`src/design/unipolar_stepper_phase_sequencer_defines.svh`:
```
// Assertion helpers for the stepper sequencer.
`ifndef UNIPOLAR_STEPPER_PHASE_SEQUENCER_DEFINES_SVH
`define UNIPOLAR_STEPPER_PHASE_SEQUENCER_DEFINES_SVH

// Expression must hold at every clock edge out of reset.
`define USPS_ASSERT(label, expr, msg) \
	label: assert property (@(posedge clk) disable iff (!arst_n) (expr)) else $error(msg);

// Consequent must hold in the same cycle as the antecedent.
`define USPS_ASSERT_IMPL(label, ante, cons, msg) \
	label: assert property (@(posedge clk) disable iff (!arst_n) (ante) |-> (cons)) \
		else $error(msg);

`endif

```
`src/design/usps_pkg.sv`:
```
package usps_pkg;

	// defaults for top-level parameters
	localparam int MAX_STEPS_PER_REV_DEF = 4096;
	localparam int INTERVAL_WIDTH_DEF    = 16;

	// fixed field widths
	localparam int SPR_W      = 13;
	localparam int MODE_W     = 2;
	localparam int INTV_W     = 16;
	localparam int MOVE_W     = 16;
	localparam int PHASES_W   = 17;
	localparam int COILS_W    = 4;
	localparam int POS_OUT_W  = 12;
	localparam int CFG_IDX_W  = 2;
	localparam int CFG_DATA_W = 16;
	localparam int IN_DATA_W  = 16;
	localparam int OUT_DATA_W = 24;

	typedef enum logic [MODE_W-1:0] {
		MODE_WAVE = 2'd0,
		MODE_FULL = 2'd1,
		MODE_HALF = 2'd2
	} usps_mode_t;

	typedef enum logic [CFG_IDX_W-1:0] {
		CFG_SPR      = 2'd0,
		CFG_MODE     = 2'd1,
		CFG_INTERVAL = 2'd2
	} usps_cfg_idx_t;

	typedef enum logic {
		OP_TICK = 1'b0,
		OP_MOVE = 1'b1
	} usps_op_t;

	typedef struct packed {
		usps_op_t                  op;
		logic signed [MOVE_W-1:0]  move_count;
	} usps_item_t;

	typedef struct packed {
		logic [SPR_W-1:0]  steps_per_rev;
		logic [MODE_W-1:0] drive_mode;
		logic [INTV_W-1:0] step_interval;
	} usps_cfg_t;

	typedef struct packed {
		logic [COILS_W-1:0]   coils;
		logic                 busy_res;
		logic [POS_OUT_W-1:0] position;
		logic                 move_rejected;
	} usps_result_t;

	// coil pattern tables
	localparam logic [COILS_W-1:0] WAVE_CODES [4] = '{4'h1, 4'h2, 4'h4, 4'h8};
	localparam logic [COILS_W-1:0] FULL_CODES [4] = '{4'h3, 4'h6, 4'hC, 4'h9};
	localparam logic [COILS_W-1:0] HALF_CODES [8] =
		'{4'h1, 4'h3, 4'h2, 4'h6, 4'h4, 4'hC, 4'h8, 4'h9};

	// coil pattern for a position; the unused mode code falls back to wave
	function automatic logic [COILS_W-1:0] coil_pattern(input logic [MODE_W-1:0] mode,
		input logic [2:0] idx);
		logic [COILS_W-1:0] code;
		case (mode)
			MODE_HALF: code = HALF_CODES[idx];
			MODE_FULL: code = FULL_CODES[idx[1:0]];
			default:   code = WAVE_CODES[idx[1:0]];
		endcase
		return code;
	endfunction

endpackage

```
`src/design/unipolar_stepper_phase_sequencer.sv`:
```
// Four-coil unipolar stepper sequencer. Each input request is either a
// one-millisecond tick (tuser 0) or a move command (tuser 1, signed step count
// in tdata); every request yields exactly one result with the coil drive,
// busy flag, position and a rejected flag for a move sent while busy. One
// request is taken per clock while the output queue has room: the request is
// registered, the sequencer state is updated from that register, and the
// result lands in a two-entry output queue, so upstream keeps flowing while
// one result waits. Registers are to be written by the user through
// cfg_we/cfg_index/cfg_data only while no request is in flight; the block
// itself does not enforce it. A new value takes effect at once, also during a move.
`include "unipolar_stepper_phase_sequencer_defines.svh"

module unipolar_stepper_phase_sequencer import usps_pkg::*; #(
	parameter int MAX_STEPS_PER_REV = MAX_STEPS_PER_REV_DEF,
	parameter int INTERVAL_WIDTH    = INTERVAL_WIDTH_DEF
) (
	input  logic                  clk,
	input  logic                  arst_n,
	// request stream
	input  logic                  s_tvalid,
	output logic                  s_tready,
	input  logic [IN_DATA_W-1:0]  s_tdata,   // [15:0] move_count
	input  logic                  s_tuser,   // [0] operation
	// result stream
	output logic                  m_tvalid,
	input  logic                  m_tready,
	output logic [OUT_DATA_W-1:0] m_tdata,   // [3:0] coils, [4] busy_res,
	                                         // [16:5] position, [17] move_rejected
	// register writes
	input  logic                  cfg_we,
	input  logic [CFG_IDX_W-1:0]  cfg_index,
	input  logic [CFG_DATA_W-1:0] cfg_data
);

	usps_item_t   item_in;
	usps_item_t   item_s1;
	usps_cfg_t    cfg;
	usps_result_t core_res;
	usps_result_t out_res;
	logic         fire;
	logic         room;

	logic [SPR_W-1:0]  spr_q;
	logic [MODE_W-1:0] mode_q;
	logic [INTV_W-1:0] interval_q;

	// shorthand for the checks at the end
	logic         show_idle;
	logic         show_reject;
	logic         show_drive;
	logic [2:0]   coils_on;

	// configuration registers
	always_ff @(posedge clk or negedge arst_n) begin
		if (!arst_n) begin
			spr_q      <= SPR_W'(2048);
			mode_q     <= MODE_WAVE;
			interval_q <= INTV_W'(29);
		end else if (cfg_we) begin
			case (usps_cfg_idx_t'(cfg_index))
				CFG_SPR:      spr_q      <= cfg_data[SPR_W-1:0];
				CFG_MODE:     mode_q     <= cfg_data[MODE_W-1:0];
				CFG_INTERVAL: interval_q <= cfg_data[INTV_W-1:0];
				default: ;
			endcase
		end
	end

	assign cfg.steps_per_rev = spr_q;
	assign cfg.drive_mode    = mode_q;
	assign cfg.step_interval = interval_q;

	assign item_in.op         = usps_op_t'(s_tuser);
	assign item_in.move_count = s_tdata[MOVE_W-1:0];

	usps_in_stage u_in (
		.clk      (clk),
		.arst_n   (arst_n),
		.s_tvalid (s_tvalid),
		.s_tready (s_tready),
		.item_in  (item_in),
		.room     (room),
		.fire     (fire),
		.item_s1  (item_s1)
	);

	usps_core #(
		.MAX_STEPS_PER_REV (MAX_STEPS_PER_REV),
		.INTERVAL_WIDTH    (INTERVAL_WIDTH)
	) u_core (
		.clk    (clk),
		.arst_n (arst_n),
		.fire   (fire),
		.item   (item_s1),
		.cfg    (cfg),
		.result (core_res)
	);

	usps_out_buf u_out (
		.clk       (clk),
		.arst_n    (arst_n),
		.push      (fire),
		.push_data (core_res),
		.room      (room),
		.m_tvalid  (m_tvalid),
		.m_tready  (m_tready),
		.m_data    (out_res)
	);

	assign m_tdata = {6'b0, out_res.move_rejected, out_res.position, out_res.busy_res,
		out_res.coils};

	assign show_idle   = m_tvalid && !out_res.busy_res;
	assign show_reject = m_tvalid && out_res.move_rejected;
	assign show_drive  = m_tvalid && (out_res.coils != '0);
	assign coils_on    = 3'($countones(out_res.coils));

	// coils are off whenever no move is in progress
	`USPS_ASSERT_IMPL(a_idle_coils_off, show_idle, out_res.coils == '0, "coils driven while idle")
	// a rejected move can only happen during a move
	`USPS_ASSERT_IMPL(a_reject_busy, show_reject, out_res.busy_res, "move rejected while idle")
	// any drive pattern energizes one or two coils
	`USPS_ASSERT_IMPL(a_coil_shape, show_drive, coils_on == 3'd1 || coils_on == 3'd2, "bad coils")
	// the core never commits a request without queue space
	`USPS_ASSERT_IMPL(a_no_overflow, fire, room && u_out.count_q != 2'd3, "result queue overflow")

endmodule

```
`src/design/usps_in_stage.sv`:
```
module usps_in_stage import usps_pkg::*; (
	input  logic       clk,
	input  logic       arst_n,
	input  logic       s_tvalid,
	output logic       s_tready,
	input  usps_item_t item_in,
	input  logic       room,
	output logic       fire,
	output usps_item_t item_s1
);

	logic valid_s1;

	// stage drains whenever the result buffer has room
	assign fire     = valid_s1 && room;
	assign s_tready = !valid_s1 || room;

	always_ff @(posedge clk or negedge arst_n) begin
		if (!arst_n) begin
			valid_s1 <= 1'b0;
		end else if (s_tready) begin
			valid_s1 <= s_tvalid;
		end
	end

	// request payload
	always_ff @(posedge clk) begin
		if (s_tvalid && s_tready) begin
			item_s1 <= item_in;
		end
	end

endmodule

```
`src/design/usps_core.sv`:
```
module usps_core import usps_pkg::*; #(
	parameter int MAX_STEPS_PER_REV = MAX_STEPS_PER_REV_DEF,
	parameter int INTERVAL_WIDTH    = INTERVAL_WIDTH_DEF
) (
	input  logic         clk,
	input  logic         arst_n,
	input  logic         fire,
	input  usps_item_t   item,
	input  usps_cfg_t    cfg,
	output usps_result_t result
);

	localparam int POS_W = $clog2(MAX_STEPS_PER_REV);
	localparam int NW    = (POS_W + 1 > SPR_W) ? POS_W + 1 : SPR_W;
	localparam int IW    = INTERVAL_WIDTH;

	// sequencer state
	logic [POS_W-1:0]    pos_q,    pos_n;
	logic [PHASES_W-1:0] phases_q, phases_n;
	logic                rev_q,    rev_n;
	logic [IW-1:0]       ticks_q,  ticks_n;
	logic                first_q,  first_n;
	logic [COILS_W-1:0]  coils_q,  coils_n;
	logic                rejected;

	logic                busy;
	logic                half;
	logic [NW-1:0]       spr_ext;
	logic [NW-1:0]       max_ext;
	logic [NW-1:0]       rev_n_sz;
	logic [NW-1:0]       rev_last;
	logic [NW-1:0]       pos_ext;
	logic [POS_W-1:0]    pos_fwd;
	logic [POS_W-1:0]    pos_bwd;
	logic [POS_W-1:0]    pos_step;
	logic [IW+INTV_W-1:0] intv_wide;
	logic [IW-1:0]       intv_raw;
	logic [IW-1:0]       intv_min;
	logic [IW-1:0]       intv_eff;
	logic [IW-1:0]       ticks_inc;
	logic                neg;
	logic [MOVE_W:0]     neg_mag;
	logic [MOVE_W-1:0]   mag;
	logic [PHASES_W-1:0] phases_load;
	logic [PHASES_W-1:0] phases_dec;
	logic                do_step;
	logic [POS_W+POS_OUT_W-1:0] pos_wide;

	assign busy = (phases_q != '0);
	assign half = (cfg.drive_mode == MODE_HALF);

	// effective revolution size, clamped to 1..MAX_STEPS_PER_REV
	assign spr_ext  = NW'(cfg.steps_per_rev);
	assign max_ext  = NW'(MAX_STEPS_PER_REV);
	assign rev_n_sz = (spr_ext == '0) ? NW'(1) : ((spr_ext > max_ext) ? max_ext : spr_ext);
	assign rev_last = rev_n_sz - NW'(1);
	assign pos_ext  = NW'(pos_q);

	// next position in each direction; out-of-range position snaps to an end
	assign pos_fwd  = (pos_ext + NW'(1) >= rev_n_sz) ? '0 : pos_q + POS_W'(1);
	assign pos_bwd  = (pos_q == '0 || pos_ext >= rev_n_sz) ? rev_last[POS_W-1:0]
		: pos_q - POS_W'(1);
	assign pos_step = rev_q ? pos_bwd : pos_fwd;

	// interval clamped to the mode minimum
	assign intv_wide = {{IW{1'b0}}, cfg.step_interval};
	assign intv_raw  = intv_wide[IW-1:0];
	assign intv_min  = half ? IW'(3) : IW'(2);
	assign intv_eff  = (intv_raw < intv_min) ? intv_min : intv_raw;
	assign ticks_inc = (ticks_q == '1) ? ticks_q : ticks_q + IW'(1);

	// move magnitude and phase count
	assign neg         = item.move_count[MOVE_W-1];
	assign neg_mag     = (MOVE_W+1)'(1 << MOVE_W) - {1'b0, item.move_count};
	assign mag         = neg ? neg_mag[MOVE_W-1:0] : item.move_count;
	assign phases_load = half ? {mag, 1'b0} : PHASES_W'(mag);
	assign phases_dec  = phases_q - PHASES_W'(1);

	assign do_step = first_q || (ticks_inc >= intv_eff);

	// next-state logic for one request
	always_comb begin
		pos_n    = pos_q;
		phases_n = phases_q;
		rev_n    = rev_q;
		ticks_n  = ticks_q;
		first_n  = first_q;
		coils_n  = coils_q;
		rejected = 1'b0;
		if (item.op == OP_MOVE) begin
			if (busy) begin
				rejected = 1'b1;
			end else begin
				phases_n = phases_load;
				rev_n    = neg;
				ticks_n  = '0;
				first_n  = (phases_load != '0);
			end
		end else if (busy) begin
			if (!first_q) begin
				ticks_n = ticks_inc;
			end
			if (do_step) begin
				pos_n    = pos_step;
				phases_n = phases_dec;
				ticks_n  = '0;
				first_n  = 1'b0;
				coils_n  = (phases_dec == '0) ? '0 : coil_pattern(cfg.drive_mode, pos_step[2:0]);
			end
		end
	end

	always_ff @(posedge clk or negedge arst_n) begin
		if (!arst_n) begin
			pos_q    <= '0;
			phases_q <= '0;
			rev_q    <= 1'b0;
			ticks_q  <= '0;
			first_q  <= 1'b0;
			coils_q  <= '0;
		end else if (fire) begin
			pos_q    <= pos_n;
			phases_q <= phases_n;
			rev_q    <= rev_n;
			ticks_q  <= ticks_n;
			first_q  <= first_n;
			coils_q  <= coils_n;
		end
	end

	// result reflects the state after this request
	assign pos_wide             = {{POS_OUT_W{1'b0}}, pos_n};
	assign result.coils         = coils_n;
	assign result.busy_res      = (phases_n != '0);
	assign result.position      = pos_wide[POS_OUT_W-1:0];
	assign result.move_rejected = rejected;

endmodule

```
`src/design/usps_out_buf.sv`:
```
module usps_out_buf import usps_pkg::*; (
	input  logic         clk,
	input  logic         arst_n,
	input  logic         push,
	input  usps_result_t push_data,
	output logic         room,
	output logic         m_tvalid,
	input  logic         m_tready,
	output usps_result_t m_data
);

	// two-entry result queue; room depends on registers only
	usps_result_t entry_q [2];
	logic [1:0]   count_q;
	logic         wr_ptr_q;
	logic         rd_ptr_q;
	logic         pop;

	assign room     = !count_q[1];
	assign m_tvalid = (count_q != 2'd0);
	assign pop      = m_tvalid && m_tready;
	assign m_data   = entry_q[rd_ptr_q];

	always_ff @(posedge clk or negedge arst_n) begin
		if (!arst_n) begin
			count_q  <= 2'd0;
			wr_ptr_q <= 1'b0;
			rd_ptr_q <= 1'b0;
		end else begin
			if (push) begin
				wr_ptr_q <= ~wr_ptr_q;
			end
			if (pop) begin
				rd_ptr_q <= ~rd_ptr_q;
			end
			if (push && !pop) begin
				count_q <= count_q + 2'd1;
			end else if (pop && !push) begin
				count_q <= count_q - 2'd1;
			end
		end
	end

	always_ff @(posedge clk) begin
		if (push) begin
			entry_q[wr_ptr_q] <= push_data;
		end
	end

endmodule

```
`config.mk`:
```
export PLATFORM = sky130hd
export DESIGN_NAME = unipolar_stepper_phase_sequencer
export DESIGN_NICKNAME = d
export VERILOG_FILES = /design/src/design/usps_pkg.sv /design/src/design/unipolar_stepper_phase_sequencer.sv /design/src/design/usps_in_stage.sv /design/src/design/usps_core.sv /design/src/design/usps_out_buf.sv
export VERILOG_INCLUDE_DIRS = /design/src /design/src/design
export SDC_FILE = /design/constraint.sdc
export NUM_CORES = 1
export LEC_CHECK = 0
export BUFFER_PORTS_ARGS = -buffer_cell sky130_fd_sc_hd__clkbuf_2
export CORE_MARGIN = 2
export CORE_UTILIZATION = 25
export CTS_BUF_LIST = sky130_fd_sc_hd__clkbuf_2
export CTS_CLUSTER_SIZE = 25
export DETAILED_ROUTE_END_ITERATION = 6
export GPL_TIMING_DRIVEN = 0
export SYNTH_ARGS = -nofsm -noshare
export SYNTH_HDL_FRONTEND = slang
export SYNTH_HIERARCHICAL = 1
export SYNTH_SLANG_ARGS = --single-unit
export TNS_END_PERCENT = 1
```
`constraint.sdc`:
```
create_clock -name clk -period 10.95 [get_ports clk]
set_input_delay 2.19 -clock clk [delete_from_list [all_inputs] [get_ports clk]]
set_output_delay 2.19 -clock clk [all_outputs]
set_load 0.05 [all_outputs]
```
==> flow_metrics.tcl, run 1 <==
set metrics [dict create \
    holdCritPathClass "flop to flop" \
    end_kind "flop" \
    min_period_ns 6.36 \
    seq_area_frac_synth 0.404 \
    maxSlewHeadroom 0.205 \
    status "finished, final reports clean" \
    worst_pin_slew_ns 1.18 \
    layout_setup_ws_ns 4.59 \
    slew_violations 0 \
    path_clk_slew_ns 0.24 \
    synth-async-reset-ratio 0.621 \
    yosys-top-cells-count "dfrtp_1 (82), nand2_1 (81), nor2_1 (74)" \
    dpl.hpwl_mm 19.4 \
    syn_inst 959 \
    route.met2.wl_mm 12.4 \
    timing.fmax_mhz 157 \
    layout-drive-gt1-share 0.181 \
    final_hold_viol_count 0 \
    area_delta_synth_final_pct 12.4 \
    wl_met1_mm 11.0 \
    grt_pass1_vias 7586 \
    critical_path_class "flop to flop" \
    pin_count 66 \
    dr.first_iter.drc_count 600 \
    totalWireLength_mm 25.3 \
    synth_ff_type "dfrtp_1" \
    dieHeight_um 197 \
    firstDrtPassIters 5 \
    cts_sinks 140 \
    synth_area_per_cell_um2 9.75 \
    cts_resized 0 \
    clockBufferDepth 2 \
    synth_top_area_frac 0.219 \
    grt_use_total 0.133 \
    start_util 0.255 \
    htree_levels 4 \
    n_fill_cell 3850 \
    synth_edf_count 53 \
    wl_met3_mm 1.26 \
    synth.most_common_cell "dfrtp_1" \
    tritoncts "built" \
    grt_pass1_wl_mm 40.6 \
    rows 70 \
    maxUsedRoutingLayer "met4" \
    fin_nets 1142 \
    num_vias 7613 \
    grt_max_degree 50 \
    avgViaCountPerCell 5.00 \
    fin_worst_skew_ns 0.0441 \
    rsz0062_at_grt "false" \
    portBuffers 59 \
    die_w_um 197 \
    cts_root_buffer "clkbuf_2" \
    whs_ns 0.518 \
    finalCritPeriodShare 0.581 \
    synth_seq_cells 140 \
    finalSetupViolCount 0 \
    cp.required_ns 11.48 \
    ys_types 79 \
    antenna_found_initial 0 \
    irDropWorstVdd_mv 0.0715 \
    gr-total-overflow 0 \
    routabilityCongestion 0.920 \
    clk_latency_ns 0.76 \
    critPathLaunchType "flop" \
    drc_errors 0 \
    yosys_warnings 6 \
    ant_nets 0 \
    synth_area_leader_cell "dfrtp_1" \
    syn-cell-area_um2 9350 \
    cts_made_buffers 17 \
    drt-wirelength-per-cell_um 16.6 \
    finalSetupTns_ns 0 \
    num_antenna_cells 0 \
    maxCapViolCount 0 \
    crit_fanout 10 \
    core-area_um2 36700 \
    ys_top_cells_by_area "dfrtp_1 (22%), edfxtp_1 (17%), ha_1 (7.9%)" \
    power_density_nw_per_um2 198 \
    crit_arrival_ns 6.90 \
    cts_setup_buffers 0 \
    place_ws_ns 4.57 \
    leakage_nw 4.25 \
    dieArea_um2 39000 \
    cts_hold_buf 0 \
]
## kinds of logic (layout without fill, tap and decap cells)
logic type | count (synthesis) | in the layout | share of synthesized area
compound gates | 203 | 203 | 0.147
mux | 71 | 71 | 0.0879
buf+inv | 103 | 195 | 0.0491
other cells | 1 | 6 | 0.000401
xor+xnor | 57 | 57 | 0.0534
simple gates | 325 | 325 | 0.179
flops | 140 | 140 | 0.404
fa+ha+maj | 59 | 59 | 0.0790
## metal layers
layer,track usage,up-vias
met1,0.166,3670
met2,0.228,213
met4,0.0487,0
met5,0,-
li1,-,3678
met3,0.0254,52
## worst max-delay path, stage by stage, from the launching register on
cell and delay (ns):
dfrtp_1 0.45, inv_1 0.06, ha_1 0.14, clkbuf_1 0.38, clkinv_1 0.49, o21ai_0 0.38, nand3_1 0.11, nor4_1 0.42
mux2_2 0.40, ha_1 0.27, nand2b_1 0.09, a31oi_1 0.09, o21a_1 0.21, o31ai_1 0.78, clkbuf_1 0.48, nand4_1 0.20
a21oi_2 0.22, o311a_1 0.19, nand4_1 0.18, or4_1 0.60
## sequential cells by signal, indices dropped and copies added, names as in the netlist, 2 cells and up
| signal | cells |
|---|---|
| u_out/entry_q | 36 |
| u_out/count_q | 2 |
| interval_q | 16 |
| spr_q | 13 |
| u_in/item_s1 | 17 |
| u_core/pos_q | 12 |
| u_core/phases_q | 17 |
| u_core/coils_q | 4 |
| u_core/ticks_q | 16 |
| mode_q | 2 |
## power breakdown
part,switching (W),total (W),internal (W)
logic,0.000649,0.00101,0.000364
clock network,0.000212,0.000299,0.0000864
registers,0.0000916,0.000769,0.000678
total,0.000953,0.00208,0.00113
## layout make-up
type	instances	area, um2	area share
buffer	52	267	0.0254
timing repair buffer	60	318	0.0302
clock buffer	17	85.1	0.00810
multi-input combinational	721	5140	0.489
tap	468	586	0.0557
sequential	140	3770	0.359
inverter	51	193	0.0183
clock inverter	15	141	0.0135
## layout by cell type (no fill, tap or decap), types with 9 or more instances in the layout
master and n:
a21o_1 9, a21oi_1 39, a31oi_1 9, a32o_1 19
and3_1 9, clkbuf_1 35, clkbuf_2 75, dfrtp_1 82
edfxtp_1 53, ha_1 59, inv_1 48, mux2_2 52
mux2_4 9, mux2i_1 9, nand2_1 81, nand2b_1 19
nand3_1 29, nand4_1 19, nor2_1 74, nor2b_1 10
nor3_1 18, nor4_1 13, o21ai_0 56, o31ai_1 12
or3_1 9, xnor2_1 37, xor2_1 20
## path summary, 6_finish.rpt
| kind | startpoint | endpoint | slack, ns | cells after the start |
|---|---|---|---|---|
| max in group asynchronous | arst_n | spr_q[11]$_DFFE_PN1P_ | 8.70 | 2 |
| hold reg to reg | u_out/wr_ptr_q$_DFFE_PN0P_ | u_out/wr_ptr_q$_DFFE_PN0P_ | 0.52 | 1 |
| setup reg to reg | mode_q[0]$_DFFE_PN0P_ | u_out/entry_q[0][13]$_DFFE_PP_ | 4.59 | 19 |
| setup / recovery | mode_q[0]$_DFFE_PN0P_ | u_out/entry_q[0][13]$_DFFE_PP_ | 4.59 | 19 |
| hold / removal | u_out/wr_ptr_q$_DFFE_PN0P_ | u_out/wr_ptr_q$_DFFE_PN0P_ | 0.52 | 1 |
| min in group asynchronous | arst_n | u_out/rd_ptr_q$_DFFE_PN0P_ | 1.50 | 1 |
## stage by stage
step	power, W	cell area [um2]	util	std cells
6_report	0.00208	10500	0.286	1524
5_1_grt	0.00224	10500	0.286	1524
4_1_cts	0.00210	10500	0.286	1524
3_5_place_dp	0.00179	10300	0.280	1492
3_3_place_gp	0.00176	10200	0.279	1491
2_1_floorplan	0.00152	9370	-	964
Power figures use the tool's default switching activity.
==> run 2, diff against run 1 <==
- clock period: 10.95 -> 5.4 ns (I/O delays scaled with it)
==> flow_metrics.tcl, run 2 (synthesis gave the netlist of run 1 again) <==
set metrics [dict create \
    avgViaCountPerCell 5.00 \
    cp_top_family "compound AO/OA/AOI/OAI gates" \
    num_antenna_cells 0 \
    drt-wirelength-per-cell_um 16.7 \
    min_period_ns 5.18 \
    timing.fmax_mhz 193 \
    final_hold_viol_count 0 \
    cts_root_buffer "clkbuf_2" \
    critical_path_class "flop to flop" \
    end_kind "flop" \
    finalCritPeriodShare 0.959 \
    fin_util 0.289 \
    worst_pin_slew_ns 1.18 \
    met3_usage 0.0254 \
    critical_path.most_common_cell "ha_1" \
    rows 70 \
    num_vias 7632 \
    grt_pass1_wl_mm 40.8 \
    leakage_nw 4.30 \
    power_density_nw_per_um2 402 \
    grt_use_met1 0.166 \
    htree_levels 4 \
    ant_nets 0 \
    gr-total-overflow 0 \
    final_cell_mix "dfrtp_1 (82), nand2_1 (80), clkbuf_2 (77), nor2_1 (73), ha_1 (58)" \
    area_delta_synth_final_pct 13.5 \
    slowest_delay_ns 0.55 \
    regMostFlops "u_out/entry_q" \
    dieHeight_um 197 \
    totalWireLength_mm 25.5 \
    grt_pass1_vias 7669 \
    irDropWorstVdd_mv 0.171 \
    grt_use_total 0.134 \
    dpl.hpwl_mm 19.4 \
    final_common_cell "dfrtp_1" \
    dieArea_um2 39000 \
    clockBufferDepth 2 \
    drc_errors 0 \
    whs_ns 0.390 \
    gr-usage-met2 0.230 \
    dr.first_iter.drc_count 549 \
    status "finished, final reports clean" \
    grt_max_degree 50 \
    core-area_um2 36700 \
    cts_hold_buf 0 \
    rsz0062_at_grt "true" \
    tritoncts "built" \
    antenna_found_initial 0 \
    die_w_um 197 \
    firstDrtPassIters 5 \
    fin_worst_skew_ns 0.0454 \
    layout-drive-gt1-share 0.198 \
    portBuffers 59 \
    reg_top3 "u_out/entry_q (36), u_core/phases_q (17), u_in/item_s1 (17)" \
    cts_made_buffers 17 \
    routabilityCongestion 0.920 \
    critPathSlowestCell "or4_1" \
    maxCapViolCount 0 \
    cts_sinks 140 \
    finalSetupViolCount 0 \
    crit_chain "or4_1, nor4_1, a21oi_1, nor2_1, ha_1, nor2b_1, o21ai_0, a31oi_1, o31ai_4, clkbuf_2, nor2_1, a31oi_1, ha_1, o22ai_2, inv_1, ha_1, a21oi_1, o311ai_0, a32o_1" \
    pin_count 66 \
    start_util 0.255 \
    maxSlewHeadroom 0.206 \
    crit_fanout 10 \
    crit_arrival_ns 5.72 \
    crit_buf_inv 2 \
    path_clk_slew_ns 0.24 \
    cp.required_ns 5.94 \
    critPathLaunchType "flop" \
    clk_latency_ns 0.76 \
    largest_reg_flops 36 \
    fin_nets 1144 \
    grt-busiest-layer "met2" \
    fin_cells 1526 \
    holdCritPathClass "primary input to asynchronous set/reset pin" \
    slew_violations 0 \
    dpl.cell_count 1492 \
]
[run 2: cell count changes in the layout (fill, tap and decap cells not counted), moves of 2 or more]
cell	previous run	this run
clkbuf_2	75	77
buf_4	8	11
o31ai_4	0	2
nor4_1	13	11
clkbuf_1	35	31
[run 2: final timing paths]
check	start	endpoint	slack [ns]	depth (start not counted)
max in group asynchronous	arst_n	spr_q[11]$_DFFE_PN1P_	4.25	2
setup reg to reg	spr_q[8]$_DFFE_PN0P_	u_out/entry_q[0][14]$_DFFE_PP_	0.22	19
hold / removal	arst_n	u_out/rd_ptr_q$_DFFE_PN0P_	0.39	1
hold reg to reg	u_out/wr_ptr_q$_DFFE_PN0P_	u_out/wr_ptr_q$_DFFE_PN0P_	0.52	1
min in group clk	s_tdata[12]	u_in/item_s1[12]$_DFFE_PP_	0.47	1
setup / recovery	spr_q[8]$_DFFE_PN0P_	u_out/entry_q[0][14]$_DFFE_PP_	0.22	19
[run 2: power breakdown]
group	internal (W)	switching, W	total (W)	leakage [nW]
logic	0.000770	0.00133	0.00210	2.61
clock network	0.000175	0.000432	0.000607	0.134
registers	0.00137	0.000187	0.00156	1.56
total	0.00232	0.00195	0.00427	4.30
[run 2: repair_timing]
item	in CTS	in global routing
buffers inserted	0	3
setup endpoints to repair	57	34
pin swaps	1	2
endpoints found under the hold margin	0	0
gates resized for setup	14	8
[run 2: area by class of cell]
class	instances	area, um2
Buffer	51	267
Clock buffer	17	85.1
Clock inverter	15	141
Fill cell	3832	26100
Inverter	51	194
Multi-Input combinational cell	721	5220
Sequential cell	140	3770
Tap cell	468	586
Timing Repair Buffer	63	340
[run 2: stage by stage]
stage	worst slack, ns	cell area, um2	setup TNS, ns	power (W)
after detailed placement	-0.978	10300	-33.54	0.00363
after global placement	-0.965	10200	-33.14	0.00358
after global routing	-0.0247	10600	-0.0537	0.00458
after floorplan	0.528	9370	0	0.00308
after CTS	0.0380	10600	0	0.00428
final	0.220	10600	0	0.00427
[run 2: worst register-to-register path: stages, from the launching register on]
cell and delay [ns]:
dfrtp_1 0.45, or4_1 0.55, nor4_1 0.30, a21oi_1 0.12, nor2_1 0.25, ha_1 0.17
nor2b_1 0.04, o21ai_0 0.17, a31oi_1 0.17, o31ai_4 0.31, clkbuf_2 0.31, nor2_1 0.10
a31oi_1 0.22, ha_1 0.28, o22ai_2 0.31, inv_1 0.19, ha_1 0.33, a21oi_1 0.17
o311ai_0 0.22, a32o_1 0.33
[run 2: layer usage]
layer | share of wire | vias to the layer above
met2 | 0.49 | 215
met3 | 0.052 | 45
met5 | 0 | -
met1 | 0.43 | 3691
met4 | 0.029 | 0
li1 | - | 3681
